## config.mk

```make
export PLATFORM = sky130hd
export DESIGN_NAME = slab_bitmap_slot_allocator_core
export DESIGN_NICKNAME = d
export VERILOG_FILES = /design/src/hw/rtl/sbsa_pkg.sv /design/src/hw/rtl/sbsa_store.sv /design/src/hw/rtl/sbsa_ctrl.sv /design/src/hw/rtl/slab_bitmap_slot_allocator_core.sv
export SDC_FILE = /design/constraint.sdc
export NUM_CORES = 2
export LEC_CHECK = 0
export BUFFER_PORTS_ARGS = -buffer_cell sky130_fd_sc_hd__buf_4
export CAP_MARGIN = 40
export CORE_ASPECT_RATIO = 0.7
export CORE_UTILIZATION = 31
export DETAILED_ROUTE_END_ITERATION = 10
export SYNTH_ARGS = -nofsm -noshare
export SYNTH_HDL_FRONTEND = slang
export SYNTH_SLANG_ARGS = --single-unit
```

## constraint.sdc

```tcl
create_clock -name clock -period 7.54 [get_ports clock]
set_clock_uncertainty 0.15 [all_clocks]
set_input_delay 1.131 -clock clock [delete_from_list [all_inputs] [get_ports clock]]
set_output_delay 1.131 -clock clock [all_outputs]
set_load 0.02 [all_outputs]
```

## src/hw/rtl/sbsa_pkg.sv

```systemverilog
// ----------------------------------------------------------------------------
// sbsa_pkg
// Shared widths, codes and memory port structs of the slab slot allocator.
// ----------------------------------------------------------------------------
package sbsa_pkg;

   localparam int SLOTS_PER_CHUNK = 64;
   localparam int NUM_CHUNKS      = 16;
   localparam int SLOT_W          = 6;
   localparam int CHUNK_W         = 4;
   localparam int LINK_W          = 5;

   localparam logic [LINK_W-1:0]          NULL_LINK = LINK_W'(NUM_CHUNKS);
   localparam logic [SLOTS_PER_CHUNK-1:0] FULL_MASK = ~(SLOTS_PER_CHUNK'(0));

   localparam logic REQ_ALLOC = 1'b0;
   localparam logic REQ_FREE  = 1'b1;

   localparam logic [1:0] ST_OK       = 2'd0;
   localparam logic [1:0] ST_NO_CHUNK = 2'd1;
   localparam logic [1:0] ST_BAD_FREE = 2'd2;

   typedef logic [SLOTS_PER_CHUNK-1:0] bitmap_type;
   typedef logic [LINK_W-1:0]          link_type;
   typedef logic [CHUNK_W-1:0]         chunk_type;

   typedef struct packed {
      logic       rd_en;
      chunk_type  rd_addr;
      logic       map_we;
      chunk_type  map_addr;
      bitmap_type map_data;
      logic       nxt_we;
      chunk_type  nxt_addr;
      link_type   nxt_data;
      logic       prv_we;
      chunk_type  prv_addr;
      link_type   prv_data;
   } mem_cmd_type;

   typedef struct packed {
      bitmap_type map;
      link_type   nxt;
      link_type   prv;
   } mem_rd_type;

endpackage

```

## src/hw/rtl/sbsa_store.sv

```systemverilog
// ----------------------------------------------------------------------------
// sbsa_store
// Per-chunk free bitmap and list link memories, with registered read data.
// ----------------------------------------------------------------------------
module sbsa_store
   import sbsa_pkg::*;
(
   input  logic        clock,
   input  mem_cmd_type cmd,
   output mem_rd_type  rd
);

   bitmap_type map_mem [NUM_CHUNKS];
   link_type   nxt_mem [NUM_CHUNKS];
   link_type   prv_mem [NUM_CHUNKS];

   bitmap_type map_q_ff;
   link_type   nxt_q_ff;
   link_type   prv_q_ff;

   always_ff @(posedge clock) begin
      if (cmd.map_we) begin
         map_mem[cmd.map_addr] <= cmd.map_data;
      end
      if (cmd.nxt_we) begin
         nxt_mem[cmd.nxt_addr] <= cmd.nxt_data;
      end
      if (cmd.prv_we) begin
         prv_mem[cmd.prv_addr] <= cmd.prv_data;
      end
      if (cmd.rd_en) begin
         map_q_ff <= map_mem[cmd.rd_addr];
         nxt_q_ff <= nxt_mem[cmd.rd_addr];
         prv_q_ff <= prv_mem[cmd.rd_addr];
      end
   end

   assign rd.map = map_q_ff;
   assign rd.nxt = nxt_q_ff;
   assign rd.prv = prv_q_ff;

endmodule

```

## src/hw/rtl/sbsa_ctrl.sv

```systemverilog
// ----------------------------------------------------------------------------
// sbsa_ctrl
// Request sequencer: chunk choice, bitmap update and list relinking.
// ----------------------------------------------------------------------------
module sbsa_ctrl
   import sbsa_pkg::*;
(
   input  logic              clock,
   input  logic              reset,
   input  logic              req_valid,
   output logic              req_stall,
   input  logic              req_type,
   input  logic [CHUNK_W-1:0] req_chunk_index,
   input  logic [SLOT_W-1:0] req_slot_index,
   output logic              rsp_valid,
   input  logic              rsp_stall,
   output logic [1:0]        rsp_status,
   output logic [CHUNK_W-1:0] rsp_granted_chunk,
   output logic [SLOT_W-1:0] rsp_granted_slot,
   output logic              rsp_chunk_released,
   output mem_cmd_type       cmd,
   input  mem_rd_type        rd
);

   typedef enum logic [2:0] {S_IDLE, S_READ, S_PUSH, S_PUSH2, S_RESP} state_type;

   state_type              state_ff, state_in;
   logic                   op_ff, op_in;
   chunk_type              chunk_ff, chunk_in;
   logic [SLOT_W-1:0]      slot_ff, slot_in;
   logic                   claim_ff, claim_in;
   link_type               phead_ff, phead_in;
   link_type               fhead_ff, fhead_in;
   logic [NUM_CHUNKS-1:0]  used_ff, used_in;
   logic                   to_full_ff, to_full_in;
   link_type               old_head_ff, old_head_in;
   logic                   rsp_valid_ff, rsp_valid_in;
   logic [1:0]             status_ff, status_in;
   chunk_type              gchunk_ff, gchunk_in;
   logic [SLOT_W-1:0]      gslot_ff, gslot_in;
   logic                   rel_ff, rel_in;

   logic                   req_accept;
   logic                   any_unused;
   chunk_type              low_unused;
   bitmap_type             eff_map;
   logic                   map_found;
   logic [SLOT_W-1:0]      first_bit;
   bitmap_type             slot_mask;
   bitmap_type             new_map;
   logic                   bad_free;
   logic                   map_empty;
   link_type               chunk_link;
   link_type               push_head;

   assign req_accept = req_valid && !req_stall;
   assign req_stall  = (state_ff != S_IDLE);
   assign chunk_link = {1'b0, chunk_ff};

   // lowest unused chunk
   always_comb begin
      any_unused = 1'b0;
      low_unused = '0;
      for (int i = NUM_CHUNKS - 1; i >= 0; i--) begin
         if (!used_ff[i]) begin
            any_unused = 1'b1;
            low_unused = CHUNK_W'(i);
         end
      end
   end

   // an unused chunk always has an all-free bitmap
   assign eff_map = used_ff[chunk_ff] ? rd.map : FULL_MASK;

   always_comb begin
      map_found = 1'b0;
      first_bit = '0;
      for (int b = SLOTS_PER_CHUNK - 1; b >= 0; b--) begin
         if (eff_map[b]) begin
            map_found = 1'b1;
            first_bit = SLOT_W'(b);
         end
      end
   end

   assign slot_mask = bitmap_type'(1) << ((op_ff == REQ_ALLOC) ? first_bit : slot_ff);
   assign bad_free  = ({1'b0, chunk_ff} >= NULL_LINK)
                   || ({1'b0, slot_ff} >= (SLOT_W+1)'(SLOTS_PER_CHUNK))
                   || !used_ff[chunk_ff] || eff_map[slot_ff];
   assign map_empty = (eff_map == '0);
   assign new_map   = (op_ff == REQ_ALLOC) ? (eff_map & ~slot_mask) : (eff_map | slot_mask);
   assign push_head = to_full_ff ? fhead_ff : phead_ff;

   always_comb begin
      state_in     = state_ff;
      op_in        = op_ff;
      chunk_in     = chunk_ff;
      slot_in      = slot_ff;
      claim_in     = claim_ff;
      phead_in     = phead_ff;
      fhead_in     = fhead_ff;
      used_in      = used_ff;
      to_full_in   = to_full_ff;
      old_head_in  = old_head_ff;
      rsp_valid_in = rsp_valid_ff;
      status_in    = status_ff;
      gchunk_in    = gchunk_ff;
      gslot_in     = gslot_ff;
      rel_in       = rel_ff;
      cmd          = '0;

      case (state_ff)
         S_IDLE: begin
            if (req_accept) begin
               op_in    = req_type;
               slot_in  = req_slot_index;
               claim_in = 1'b0;
               if (req_type == REQ_FREE) begin
                  chunk_in = req_chunk_index;
                  state_in = S_READ;
               end else if (phead_ff != NULL_LINK) begin
                  chunk_in = phead_ff[CHUNK_W-1:0];
                  state_in = S_READ;
               end else if (any_unused) begin
                  chunk_in = low_unused;
                  claim_in = 1'b1;
                  state_in = S_READ;
               end else begin
                  status_in    = ST_NO_CHUNK;
                  gchunk_in    = '0;
                  gslot_in     = '0;
                  rel_in       = 1'b0;
                  rsp_valid_in = 1'b1;
                  state_in     = S_RESP;
               end
               cmd.rd_en   = 1'b1;
               cmd.rd_addr = chunk_in;
            end
         end
         S_READ: begin
            rel_in       = 1'b0;
            rsp_valid_in = 1'b1;
            state_in     = S_RESP;
            gchunk_in    = chunk_ff;
            gslot_in     = slot_ff;
            status_in    = ST_OK;
            if (op_ff == REQ_ALLOC && !map_found) begin
               status_in = ST_NO_CHUNK;
               gchunk_in = '0;
               gslot_in  = '0;
            end else if (op_ff == REQ_FREE && bad_free) begin
               status_in = ST_BAD_FREE;
            end else begin
               cmd.map_we   = 1'b1;
               cmd.map_addr = chunk_ff;
               cmd.map_data = new_map;
               if (op_ff == REQ_ALLOC) begin
                  gslot_in = first_bit;
               end
               if (op_ff == REQ_ALLOC && claim_ff) begin
                  // fresh chunk onto an empty partial list
                  used_in[chunk_ff] = 1'b1;
                  phead_in     = chunk_link;
                  cmd.nxt_we   = 1'b1;
                  cmd.nxt_addr = chunk_ff;
                  cmd.nxt_data = NULL_LINK;
                  cmd.prv_we   = 1'b1;
                  cmd.prv_addr = chunk_ff;
                  cmd.prv_data = NULL_LINK;
               end else if ((op_ff == REQ_ALLOC && new_map == '0)
                         || (op_ff == REQ_FREE && (map_empty || new_map == FULL_MASK))) begin
                  // unlink from the current list
                  if (rd.prv != NULL_LINK) begin
                     cmd.nxt_we   = 1'b1;
                     cmd.nxt_addr = rd.prv[CHUNK_W-1:0];
                     cmd.nxt_data = rd.nxt;
                  end
                  if (rd.nxt != NULL_LINK) begin
                     cmd.prv_we   = 1'b1;
                     cmd.prv_addr = rd.nxt[CHUNK_W-1:0];
                     cmd.prv_data = rd.prv;
                  end
                  if (op_ff == REQ_ALLOC || map_empty) begin
                     if (fhead_ff == chunk_link && op_ff == REQ_FREE) begin
                        fhead_in = rd.nxt;
                     end
                     if (phead_ff == chunk_link && op_ff == REQ_ALLOC) begin
                        phead_in = rd.nxt;
                     end
                  end else if (phead_ff == chunk_link) begin
                     phead_in = rd.nxt;
                  end
                  if (op_ff == REQ_FREE && new_map == FULL_MASK) begin
                     used_in[chunk_ff] = 1'b0;
                     rel_in = 1'b1;
                  end else begin
                     // hold the response until the chunk is pushed
                     to_full_in   = (op_ff == REQ_ALLOC);
                     rsp_valid_in = 1'b0;
                     state_in     = S_PUSH;
                  end
               end
            end
         end
         S_PUSH: begin
            cmd.nxt_we   = 1'b1;
            cmd.nxt_addr = chunk_ff;
            cmd.nxt_data = push_head;
            cmd.prv_we   = 1'b1;
            cmd.prv_addr = chunk_ff;
            cmd.prv_data = NULL_LINK;
            old_head_in  = push_head;
            if (to_full_ff) begin
               fhead_in = chunk_link;
            end else begin
               phead_in = chunk_link;
            end
            if (push_head != NULL_LINK) begin
               state_in = S_PUSH2;
            end else begin
               rsp_valid_in = 1'b1;
               state_in     = S_RESP;
            end
         end
         S_PUSH2: begin
            cmd.prv_we   = 1'b1;
            cmd.prv_addr = old_head_ff[CHUNK_W-1:0];
            cmd.prv_data = chunk_link;
            rsp_valid_in = 1'b1;
            state_in     = S_RESP;
         end
         S_RESP: begin
            if (!rsp_stall) begin
               rsp_valid_in = 1'b0;
               state_in     = S_IDLE;
            end
         end
         default: begin
            state_in     = S_IDLE;
            rsp_valid_in = 1'b0;
         end
      endcase
   end

   always_ff @(posedge clock) begin
      if (reset) begin
         state_ff     <= S_IDLE;
         phead_ff     <= NULL_LINK;
         fhead_ff     <= NULL_LINK;
         used_ff      <= '0;
         rsp_valid_ff <= 1'b0;
      end else begin
         state_ff     <= state_in;
         phead_ff     <= phead_in;
         fhead_ff     <= fhead_in;
         used_ff      <= used_in;
         rsp_valid_ff <= rsp_valid_in;
      end
      op_ff       <= op_in;
      chunk_ff    <= chunk_in;
      slot_ff     <= slot_in;
      claim_ff    <= claim_in;
      to_full_ff  <= to_full_in;
      old_head_ff <= old_head_in;
      status_ff   <= status_in;
      gchunk_ff   <= gchunk_in;
      gslot_ff    <= gslot_in;
      rel_ff      <= rel_in;
   end

   assign rsp_valid          = rsp_valid_ff;
   assign rsp_status         = status_ff;
   assign rsp_granted_chunk  = gchunk_ff;
   assign rsp_granted_slot   = gslot_ff;
   assign rsp_chunk_released = rel_ff;

`ifndef SYNTHESIS
   a_status_code: assert property (@(posedge clock) disable iff (reset)
      rsp_valid |-> (rsp_status == ST_OK || rsp_status == ST_NO_CHUNK
                     || rsp_status == ST_BAD_FREE))
      else $error("response status code out of range");
   a_phead_used: assert property (@(posedge clock) disable iff (reset)
      (phead_ff != NULL_LINK) |-> used_ff[phead_ff[CHUNK_W-1:0]])
      else $error("partial head names an unused chunk");
   a_fhead_used: assert property (@(posedge clock) disable iff (reset)
      (fhead_ff != NULL_LINK) |-> used_ff[fhead_ff[CHUNK_W-1:0]])
      else $error("full head names an unused chunk");
   a_heads_apart: assert property (@(posedge clock) disable iff (reset)
      (phead_ff != NULL_LINK) |-> (phead_ff != fhead_ff))
      else $error("chunk heads both lists");
   a_accept_no_rsp: assert property (@(posedge clock) disable iff (reset)
      req_accept |-> !rsp_valid)
      else $error("request taken while a response waits");
`endif

endmodule

```

## src/hw/rtl/slab_bitmap_slot_allocator_core.sv

```systemverilog
// ----------------------------------------------------------------------------
// slab_bitmap_slot_allocator_core
// Slab slot allocator with per-chunk free bitmaps and partial/full lists.
// ----------------------------------------------------------------------------
// One request at a time. A request is taken in one cycle, the chunk's bitmap
// and links are read from memory in the next; the response is registered in
// S_READ or, when a chunk moves onto the other list, in S_PUSH, or in S_PUSH2
// if that list was not empty. An allocate with no chunk skips the read step.
// The response is held until taken; the next request is taken after that.
module slab_bitmap_slot_allocator_core
   import sbsa_pkg::*;
(
   input  logic               clock,
   input  logic               reset,
   input  logic               req_valid,
   output logic               req_stall,
   input  logic               req_type,
   input  logic [CHUNK_W-1:0] req_chunk_index,
   input  logic [SLOT_W-1:0]  req_slot_index,
   output logic               rsp_valid,
   input  logic               rsp_stall,
   output logic [1:0]         rsp_status,
   output logic [CHUNK_W-1:0] rsp_granted_chunk,
   output logic [SLOT_W-1:0]  rsp_granted_slot,
   output logic               rsp_chunk_released
);

   mem_cmd_type cmd;
   mem_rd_type  rd;

   sbsa_ctrl u_ctrl (
      .clock              (clock),
      .reset              (reset),
      .req_valid          (req_valid),
      .req_stall          (req_stall),
      .req_type           (req_type),
      .req_chunk_index    (req_chunk_index),
      .req_slot_index     (req_slot_index),
      .rsp_valid          (rsp_valid),
      .rsp_stall          (rsp_stall),
      .rsp_status         (rsp_status),
      .rsp_granted_chunk  (rsp_granted_chunk),
      .rsp_granted_slot   (rsp_granted_slot),
      .rsp_chunk_released (rsp_chunk_released),
      .cmd                (cmd),
      .rd                 (rd)
   );

   sbsa_store u_store (
      .clock (clock),
      .cmd   (cmd),
      .rd    (rd)
   );

endmodule
```

=== Word-level counts from Yosys, hierarchy flattened ===
Memory sizes are Yosys's and may differ from the RTL's. A register that Yosys moved wholly into a read port is not among the register bits.
Cells that the tools add are included.

* Input bits: 15
* Bits in writable memories: 1,184
* Memories kept: 3
* Output and inout port bits: 15
* Flip-flop bits (word level): 60

{| class="wikitable"
|+ Memories
! memory !! depth !! width !! rd ports !! clocked after Yosys merged registers in !! wr ports !! RTL line !! RTL
|-
| u_store.map_mem || 16 || 64 || 1 || 1 || 1 || sbsa_store.sv:13 || <nowiki>bitmap_type map_mem [NUM_CHUNKS];</nowiki>
|-
| u_store.nxt_mem || 16 || 5 || 1 || 1 || 1 || sbsa_store.sv:14 || <nowiki>link_type nxt_mem [NUM_CHUNKS];</nowiki>
|-
| u_store.prv_mem || 16 || 5 || 1 || 1 || 1 || sbsa_store.sv:15 || <nowiki>link_type prv_mem [NUM_CHUNKS];</nowiki>
|}

* Reduce and logical (&&, ||, !) cells: 34
* Muxes and demuxes: 264
* Bitwise logic cells: 11
* Eq/ne operators: 28
* Shift-type cells: 1
* $lt $le $gt $ge: 3

{| class="wikitable"
|+ Operator list
! kind !! count
|-
| $mux 6 || 71
|-
| $mux 89 || 2
|-
| $logic_not 64->1 || 2
|-
| $mux 64 || 2
|-
| $mux 1 || 109
|-
| $mux 4 || 24
|-
| $mux 5 || 18
|-
| $mux 69 || 1
|-
| $and 64x64->64 || 1
|-
| $eq 64x64->1 const B || 1
|-
| $not 64->64 || 1
|-
| $or 64x64->64 || 1
|-
| $shl 1x6->64 const A || 1
|-
| $mux 16 || 3
|-
| $mux 20 || 2
|-
| $mux 3 || 11
|-
| $pmux 10 s3 || 1
|-
| $mux 10 || 2
|-
| $ne 5x5->1 const B || 4
|-
| $pmux 10 s2 || 1
|-
| $pmux 5 s2 || 2
|-
| $ne 2x2->1 const B || 9
|-
| $and 16x16->16 || 1
|-
| $not 16->16 || 1
|-
| other kinds (35) || 70
|}

=== Depth between registers and ports, before layout ===
* Depth after elaboration: 83
* Depth in mapped cells: 23

=== By module ===
From an unflattened synthesis, not the netlist that was laid out.

* Cells, all modules: 3,143
* Area, all modules: 55,187.9 um2

{| class="wikitable"
|+ By module, submodules not included
! module !! seq. area each (um2) !! instances !! cells each !! area an instance (um2)
|-
| sbsa_store || 37,776.2 || 1 || 1,947 || 46,714.8
|-
| sbsa_ctrl || 1,501.4 || 1 || 1,196 || 8,473.1
|}

=== Least setup slack after synthesis ===
OpenSTA, ideal clock, no wires.

* Path kind: register -> register
* From: register u_ctrl.slot_ff[1]
* To: memory u_store.map_mem[15][0] in the netlist's numbering (enable)
* Clock period less this slack: 7.213 ns
* Setup slack: 0.327 ns
* Required time: 6.902 ns
* Arrival: 6.575 ns
* Setup time: 0.488 ns
* Stages on the path, launching flop included: 12
* Buffers on the path: 4
* Cells stage by stage: edfxtp_1 clkbuf_1 buf_1 mux4_2 mux4_2 mux4_2 o21ai_0 and3_1 clkbuf_1 buf_2 nand3_1 nor2_1

* Longest elaborated chain between the ends: 9

{| class="wikitable"
|+ RTL lines
! element !! RTL line !! RTL
|-
| start: declaration || sbsa_ctrl.sv:30 || <nowiki>logic [SLOT_W-1:0] slot_ff, slot_in;</nowiki>
|-
| start signal: assignment || sbsa_ctrl.sv:261 || <nowiki>slot_ff <= slot_in;</nowiki>
|-
| $bmux 1 s6 (*) || sbsa_ctrl.sv:89 || <nowiki>|| !used_ff[chunk_ff] || eff_map[slot_ff];</nowiki>
|-
| $mux 1 (implied by the code) (*) || sbsa_ctrl.sv:89 ||
|-
| $logic_or 1x1->1 (*) || sbsa_ctrl.sv:89 ||
|-
| $logic_and 1x1->1 (*) || sbsa_ctrl.sv:151 || <nowiki>end else if (op_ff == REQ_FREE && bad_free) begin</nowiki>
|-
| $mux 89 (*) || sbsa_ctrl.sv:151 ||
|-
| $mux 89 (*) || sbsa_ctrl.sv:147 || <nowiki>if (op_ff == REQ_ALLOC && !map_found) begin</nowiki>
|-
| $mux 69 (*) || sbsa_ctrl.sv:112 || <nowiki>case (state_ff)</nowiki>
|-
| $mux 1 || sbsa_store.sv:22 || <nowiki>if (cmd.map_we) begin</nowiki>
|-
| $mux 1 (implied by the code) || sbsa_store.sv:23 || <nowiki>map_mem[cmd.map_addr] <= cmd.map_data;</nowiki>
|-
| end: declaration || sbsa_store.sv:13 ||
|}

Mark *: on every way between the ends. The rest lies on a longest branch, timed or not. The select of a mux whose other input is x is not followed.

=== Worst setup path in the final report ===
* From: register u_store.map_q_ff[58] (read register of u_store.map_mem)
* To: memory u_store.nxt_mem[7][1] in the netlist's numbering (enable)

* Longest elaborated chain between the ends: 76
* Elaborated cells on any way between the ends: 145

{| class="wikitable"
|+ RTL lines
! element !! RTL line !! RTL
|-
| start: declaration || sbsa_store.sv:17 || <nowiki>bitmap_type map_q_ff;</nowiki>
|-
| $mux 64 (*) || sbsa_ctrl.sv:73 || <nowiki>assign eff_map = used_ff[chunk_ff] ? rd.map : FULL_MASK;</nowiki>
|-
| $mux 6 (59 in a row) || sbsa_ctrl.sv:79 || <nowiki>if (eff_map[b]) begin</nowiki>
|-
| $mux 6 || sbsa_ctrl.sv:86 || <nowiki>assign slot_mask = bitmap_type'(1) << ((op_ff == REQ_ALLOC) ? first_bit : slot_ff);</nowiki>
|-
| $shl 1x6->64 || sbsa_ctrl.sv:86 ||
|-
| $not 64->64 || sbsa_ctrl.sv:91 || <nowiki>assign new_map = (op_ff == REQ_ALLOC) ? (eff_map & ~slot_mask) : (eff_map | slot_mask);</nowiki>
|-
| $and 64x64->64 || sbsa_ctrl.sv:91 ||
|-
| $mux 64 || sbsa_ctrl.sv:91 ||
|-
| $eq 64x64->1 || sbsa_ctrl.sv:171 || <nowiki>|| (op_ff == REQ_FREE && (map_empty || new_map == FULL_MASK))) begin</nowiki>
|-
| [... 2 more ...] || n/a ||
|-
| $logic_or 1x1->1 || sbsa_ctrl.sv:171 ||
|-
| $mux 20 || sbsa_ctrl.sv:170 || <nowiki>end else if ((op_ff == REQ_ALLOC && new_map == '0)</nowiki>
|-
| $mux 20 || sbsa_ctrl.sv:160 || <nowiki>if (op_ff == REQ_ALLOC && claim_ff) begin</nowiki>
|-
| $mux 89 || sbsa_ctrl.sv:151 ||
|-
| $mux 89 (*) || sbsa_ctrl.sv:147 ||
|-
| $pmux 10 s2 (*) || sbsa_ctrl.sv:112 ||
|-
| $mux 1 || sbsa_store.sv:25 || <nowiki>if (cmd.nxt_we) begin</nowiki>
|-
| $mux 1 (implied by the code) || sbsa_store.sv:26 || <nowiki>nxt_mem[cmd.nxt_addr] <= cmd.nxt_data;</nowiki>
|-
| end: declaration || sbsa_store.sv:14 ||
|}

Marked as above.

==> run metrics <==
family of cells with the greatest summed delay on the critical path compound AO/OA/AOI/OAI gates; total of endpoints with negative setup slack in the final report 0; dominant synthesized flop cell sky130_fd_sc_hd__edfxtp_1; global placer's final weighted congestion approximately 1.0; warnings from Yosys 0; vias post-DR about 38000; peak clock frequency supported by timing 134 MHz; via count of the first global-routing pass 36239; floorplan die area 187000 um2; Flop pwr share between 50% and 60%; post-synthesis average cell area ~14 um2; share of power burned in combinational logic 13.4%; TritonCTS clock tree yes; actual slew at the worst max-slew pin 1.04 ns; internal power contribution 12.0 mW; FF+latch count, synth 1318; clk_lat worst skew 0.78 ns; number of gates resized after cts 0; number of buffers between clock root and the deepest sink 3; cell repeated most along the worst path sky130_fd_sc_hd__buf_4; number of pins with negative max-slew slack in the final report 0; share of the core filled with cells 36.2%; net switching component of the power 4.54 mW; fraction of power consumed by the clock network a little over a third; Inserted Clock Buffers 116; crit path DAT 7.79 ns; top-area cell type share of the netlist area 67.2%; proportion of synthesized area in mux cells 12.0%; Tightest Hold Check Type reg2reg; most common cell after layout, fill and taps aside sky130_fd_sc_hd__edfxtp_1; H-Tree Level Count 3; layout-stage area growth over the synthesis result 15.4%; Tcrit/Tclk final 99.1%; setup total negative slack 0 ns; biggest fanout along the worst timing path 12; number of enable-type register cells in the synthesized netlist 1288; RSZ-0062 raised after global routing false; area fraction in and, or, nand and nor cells after synthesis 5.79%; Area contributors post-synth sky130_fd_sc_hd__edfxtp_1 (67%), sky130_fd_sc_hd__mux2i_1 (8.1%), sky130_fd_sc_hd__mux2_2 (3.1%); highest-count cells in the layout ignoring fill and taps sky130_fd_sc_hd__edfxtp_1 (1288), sky130_fd_sc_hd__mux2i_1 (464), sky130_fd_sc_hd__buf_4 (284); min cycle time layout 7.47 ns; pin count of the biggest net entering global routing 121; share of layout cells above drive strength 1 a little under a fifth; number of nets with antenna violations after detailed routing 0; minimum hold slack 0.320 ns; synthesized netlist net count 4008; buffers inserted by post-CTS timing repair 0; buffers and inverters on the worst path 4; Relative slew margins 28.6%; number of distinct standard cells referenced by the synthesized netlist 90; PwrDens 249 nW/um2; number of instances in the synthesized netlist 3993; cell at the root of the clock tree sky130_fd_sc_hd__clkbuf_16; final design instance area without fill between 60000 and 70000 um2; wire length of the first global-routing pass 279000 um; class of the most critical setup path reg2reg; adder-cell share of the synthesized area 0%; Tot GR Track Use between 20% and 30%; crit-path cells buf_4 -> nor4_1 -> nand2_1 -> a31oi_1 -> a31o_2 -> o211a_1 -> o21ai_1 -> nor3_1 -> buf_4 -> nand4_1 -> a2111oi_0 -> o2111ai_1 -> or4_1 -> o211ai_4 -> buf_12 -> and3_1 -> nand3_1 -> a221oi_1 -> buf_4; number of clock sinks 1318; type of element capturing the critical path flip-flop; DRC marker count from the first detailed-route iteration 5124; static power due to leakage 23.1 nW; setup slack, reg-to-reg 0.07 ns; Top Ports 30; sequential share of the synthesized area between 60% and 70%; post-synthesis compound-gate area fraction 11.5%; first drt pass iteration count 6; status finished, final reports clean; filler instances about 18000; netlist area before placement 57500 um2; async set-reset flop share out of synthesis 0%; Worst-path clk slew 0.08 ns; dominant combinational cell family by area after synthesis multiplexers; total wire length after detailed routing 197000 um; antenna violations before repair 7; detailed placer's ending HPWL approximately 120000 um; Hold Violations, Final 0; Net count, final 4157; Core Region 183000 um2; per-cell via count in the routed design 5.74; Critical Path Slowest Stage Cell sky130_fd_sc_hd__a2111oi_0; die boundary height 362 um; maximum VDD drop 0.206 mV; DR DRC count 0; CTS Hold Buffers Added 0; gr ovfl total 0; Rows 131; chip width 517 um; critical path's largest stage delay 0.97 ns; fraction of synthesized cell area in xor and xnor cells less than 1%; routed wirelength normalized by instance count 29.4 um; critical path launch point type flip-flop; required time worst endpoint 7.85 ns; Yosys top cell by area sky130_fd_sc_hd__edfxtp_1; Post-DP Area 62700 um2; reported max-cap violation count 0; initial standard-cell utilization of the core between 30% and 40%; Port-buffer cells 29; switching part of the total around 27%
[per-stage QoR]
| stage | worst slack [ns] | instances | total power [mW] |
|---|---|---|---|
| after floorplan | 0.327 | 3993 | 9.73 |
| final | 0.0678 | 6698 | 16.6 |
| after global placement | 0.377 | 6442 | 10.8 |
| after detailed placement | 0.412 | 6478 | 10.8 |
| after CTS | 0.387 | 6691 | 16.6 |
| after global routing | 0.0321 | 6697 | 17.0 |
[final timing paths]
| kind | start | end | depth (start not counted) |
|---|---|---|---|
| setup / recovery | u_store.map_q_ff[58] | u_store.nxt_mem[7][1] | 19 |
| hold / removal | u_ctrl.rsp_valid | u_ctrl.rsp_valid | 2 |
| setup reg to reg | u_store.map_q_ff[58] | u_store.nxt_mem[7][1] | 19 |
| hold reg to reg | u_ctrl.rsp_valid | u_ctrl.rsp_valid | 2 |
[kinds of logic after synthesis]
| logic type | after synthesis |
|---|---|
| DFF | 1318 |
| AOI/OAI and AO/OA | 964 |
| and+or+nand+nor | 717 |
| muxes | 643 |
| buffers and inverters | 343 |
| xor gates and xnor gates | 8 |
[layer usage]
| layer | global-route usage (%) | routed length, um |
|---|---|---|
| met5 | 0 | 54 |
| met2 | 28.1 | 79600 |
| met4 | 5.36 | 5000 |
| met3 | 5.28 | 19700 |
| met1 | 31.6 | 92600 |
[Yosys cell counts (9+ instances only)]
master	count
sky130_fd_sc_hd__buf_2	12
sky130_fd_sc_hd__nand4_1	32
sky130_fd_sc_hd__nor4_1	32
sky130_fd_sc_hd__mux2i_1	464
sky130_fd_sc_hd__o221ai_1	152
sky130_fd_sc_hd__edfxtp_1	1288
sky130_fd_sc_hd__mux2_2	156
sky130_fd_sc_hd__o41ai_1	10
sky130_fd_sc_hd__o21a_1	10
sky130_fd_sc_hd__inv_1	35
sky130_fd_sc_hd__a31oi_1	16
sky130_fd_sc_hd__nor2b_1	9
sky130_fd_sc_hd__clkbuf_1	227
sky130_fd_sc_hd__nor2_1	218
sky130_fd_sc_hd__o22ai_1	159
sky130_fd_sc_hd__buf_1	59
sky130_fd_sc_hd__nor3_1	50
sky130_fd_sc_hd__a32o_1	9
sky130_fd_sc_hd__o311a_1	12
sky130_fd_sc_hd__a22o_1	9
sky130_fd_sc_hd__nand3_1	99
sky130_fd_sc_hd__o21ai_0	127
sky130_fd_sc_hd__and2_1	14
sky130_fd_sc_hd__o211ai_1	25
sky130_fd_sc_hd__o21ai_1	10
sky130_fd_sc_hd__mux4_2	21
sky130_fd_sc_hd__a211oi_1	31
sky130_fd_sc_hd__a21oi_1	234
sky130_fd_sc_hd__a22oi_1	11
sky130_fd_sc_hd__or4_1	11
sky130_fd_sc_hd__a311oi_1	21
sky130_fd_sc_hd__nand2b_1	18
sky130_fd_sc_hd__dfxtp_1	30
sky130_fd_sc_hd__o31ai_1	28
sky130_fd_sc_hd__nand2_1	196
[registers in the layout (all words and copies together) (netlist names), 2 cells and up, named ones only]
signal / flops
u_ctrl.rsp_status: 2
u_store.nxt_mem: 80
u_ctrl.rsp_granted_chunk: 4
u_ctrl.fhead_ff: 5
u_ctrl.chunk_ff: 4
u_store.prv_mem: 80
u_ctrl.rsp_granted_slot: 6
u_store.prv_q_ff: 5
u_ctrl.state_ff: 3
u_ctrl.slot_ff: 6
u_store.map_q_ff: 64
u_store.map_mem: 1024
u_ctrl.old_head_ff: 4
u_ctrl.phead_ff: 5
u_store.nxt_q_ff: 5
[worst reg2reg max path, stage by stage (launching register included)]
cell and delay (ns):
sky130_fd_sc_hd__edfxtp_1 0.44, sky130_fd_sc_hd__buf_4 0.20, sky130_fd_sc_hd__nor4_1 0.61, sky130_fd_sc_hd__nand2_1 0.11, sky130_fd_sc_hd__a31oi_1 0.55, sky130_fd_sc_hd__a31o_2 0.35, sky130_fd_sc_hd__o211a_1 0.20, sky130_fd_sc_hd__o21ai_1 0.25
sky130_fd_sc_hd__nor3_1 0.65, sky130_fd_sc_hd__buf_4 0.33, sky130_fd_sc_hd__nand4_1 0.11, sky130_fd_sc_hd__a2111oi_0 0.97, sky130_fd_sc_hd__o2111ai_1 0.21, sky130_fd_sc_hd__or4_1 0.64, sky130_fd_sc_hd__o211ai_4 0.22, sky130_fd_sc_hd__buf_12 0.17
sky130_fd_sc_hd__and3_1 0.29, sky130_fd_sc_hd__nand3_1 0.16, sky130_fd_sc_hd__a221oi_1 0.34, sky130_fd_sc_hd__buf_4 0.21
[power by group through the flow]
stage / Combinational, mW / Clock [mW] / Sequential (mW)
floorplan: 1.16 / 0 / 8.57
global placement: 2.12 / 0 / 8.66
detailed placement: 2.14 / 0 / 8.65
CTS: 2.15 / 5.91 / 8.50
global route: 2.30 / 6.17 / 8.51
finish: 2.21 / 5.82 / 8.52
[final cells by class]
cell class,count,area [um2],share of cell area (%)
antenna,1,2.50,0.00377
clock buffer,140,3010,4.54
clock inverter,73,632,0.951
inverter,36,143,0.215
multi-input combinational,2332,17200,26.0
sequential,1318,39300,59.1
tap,2460,3080,4.63
timing repair buffer,338,3030,4.56
Power figures use the tool's default switching activity.
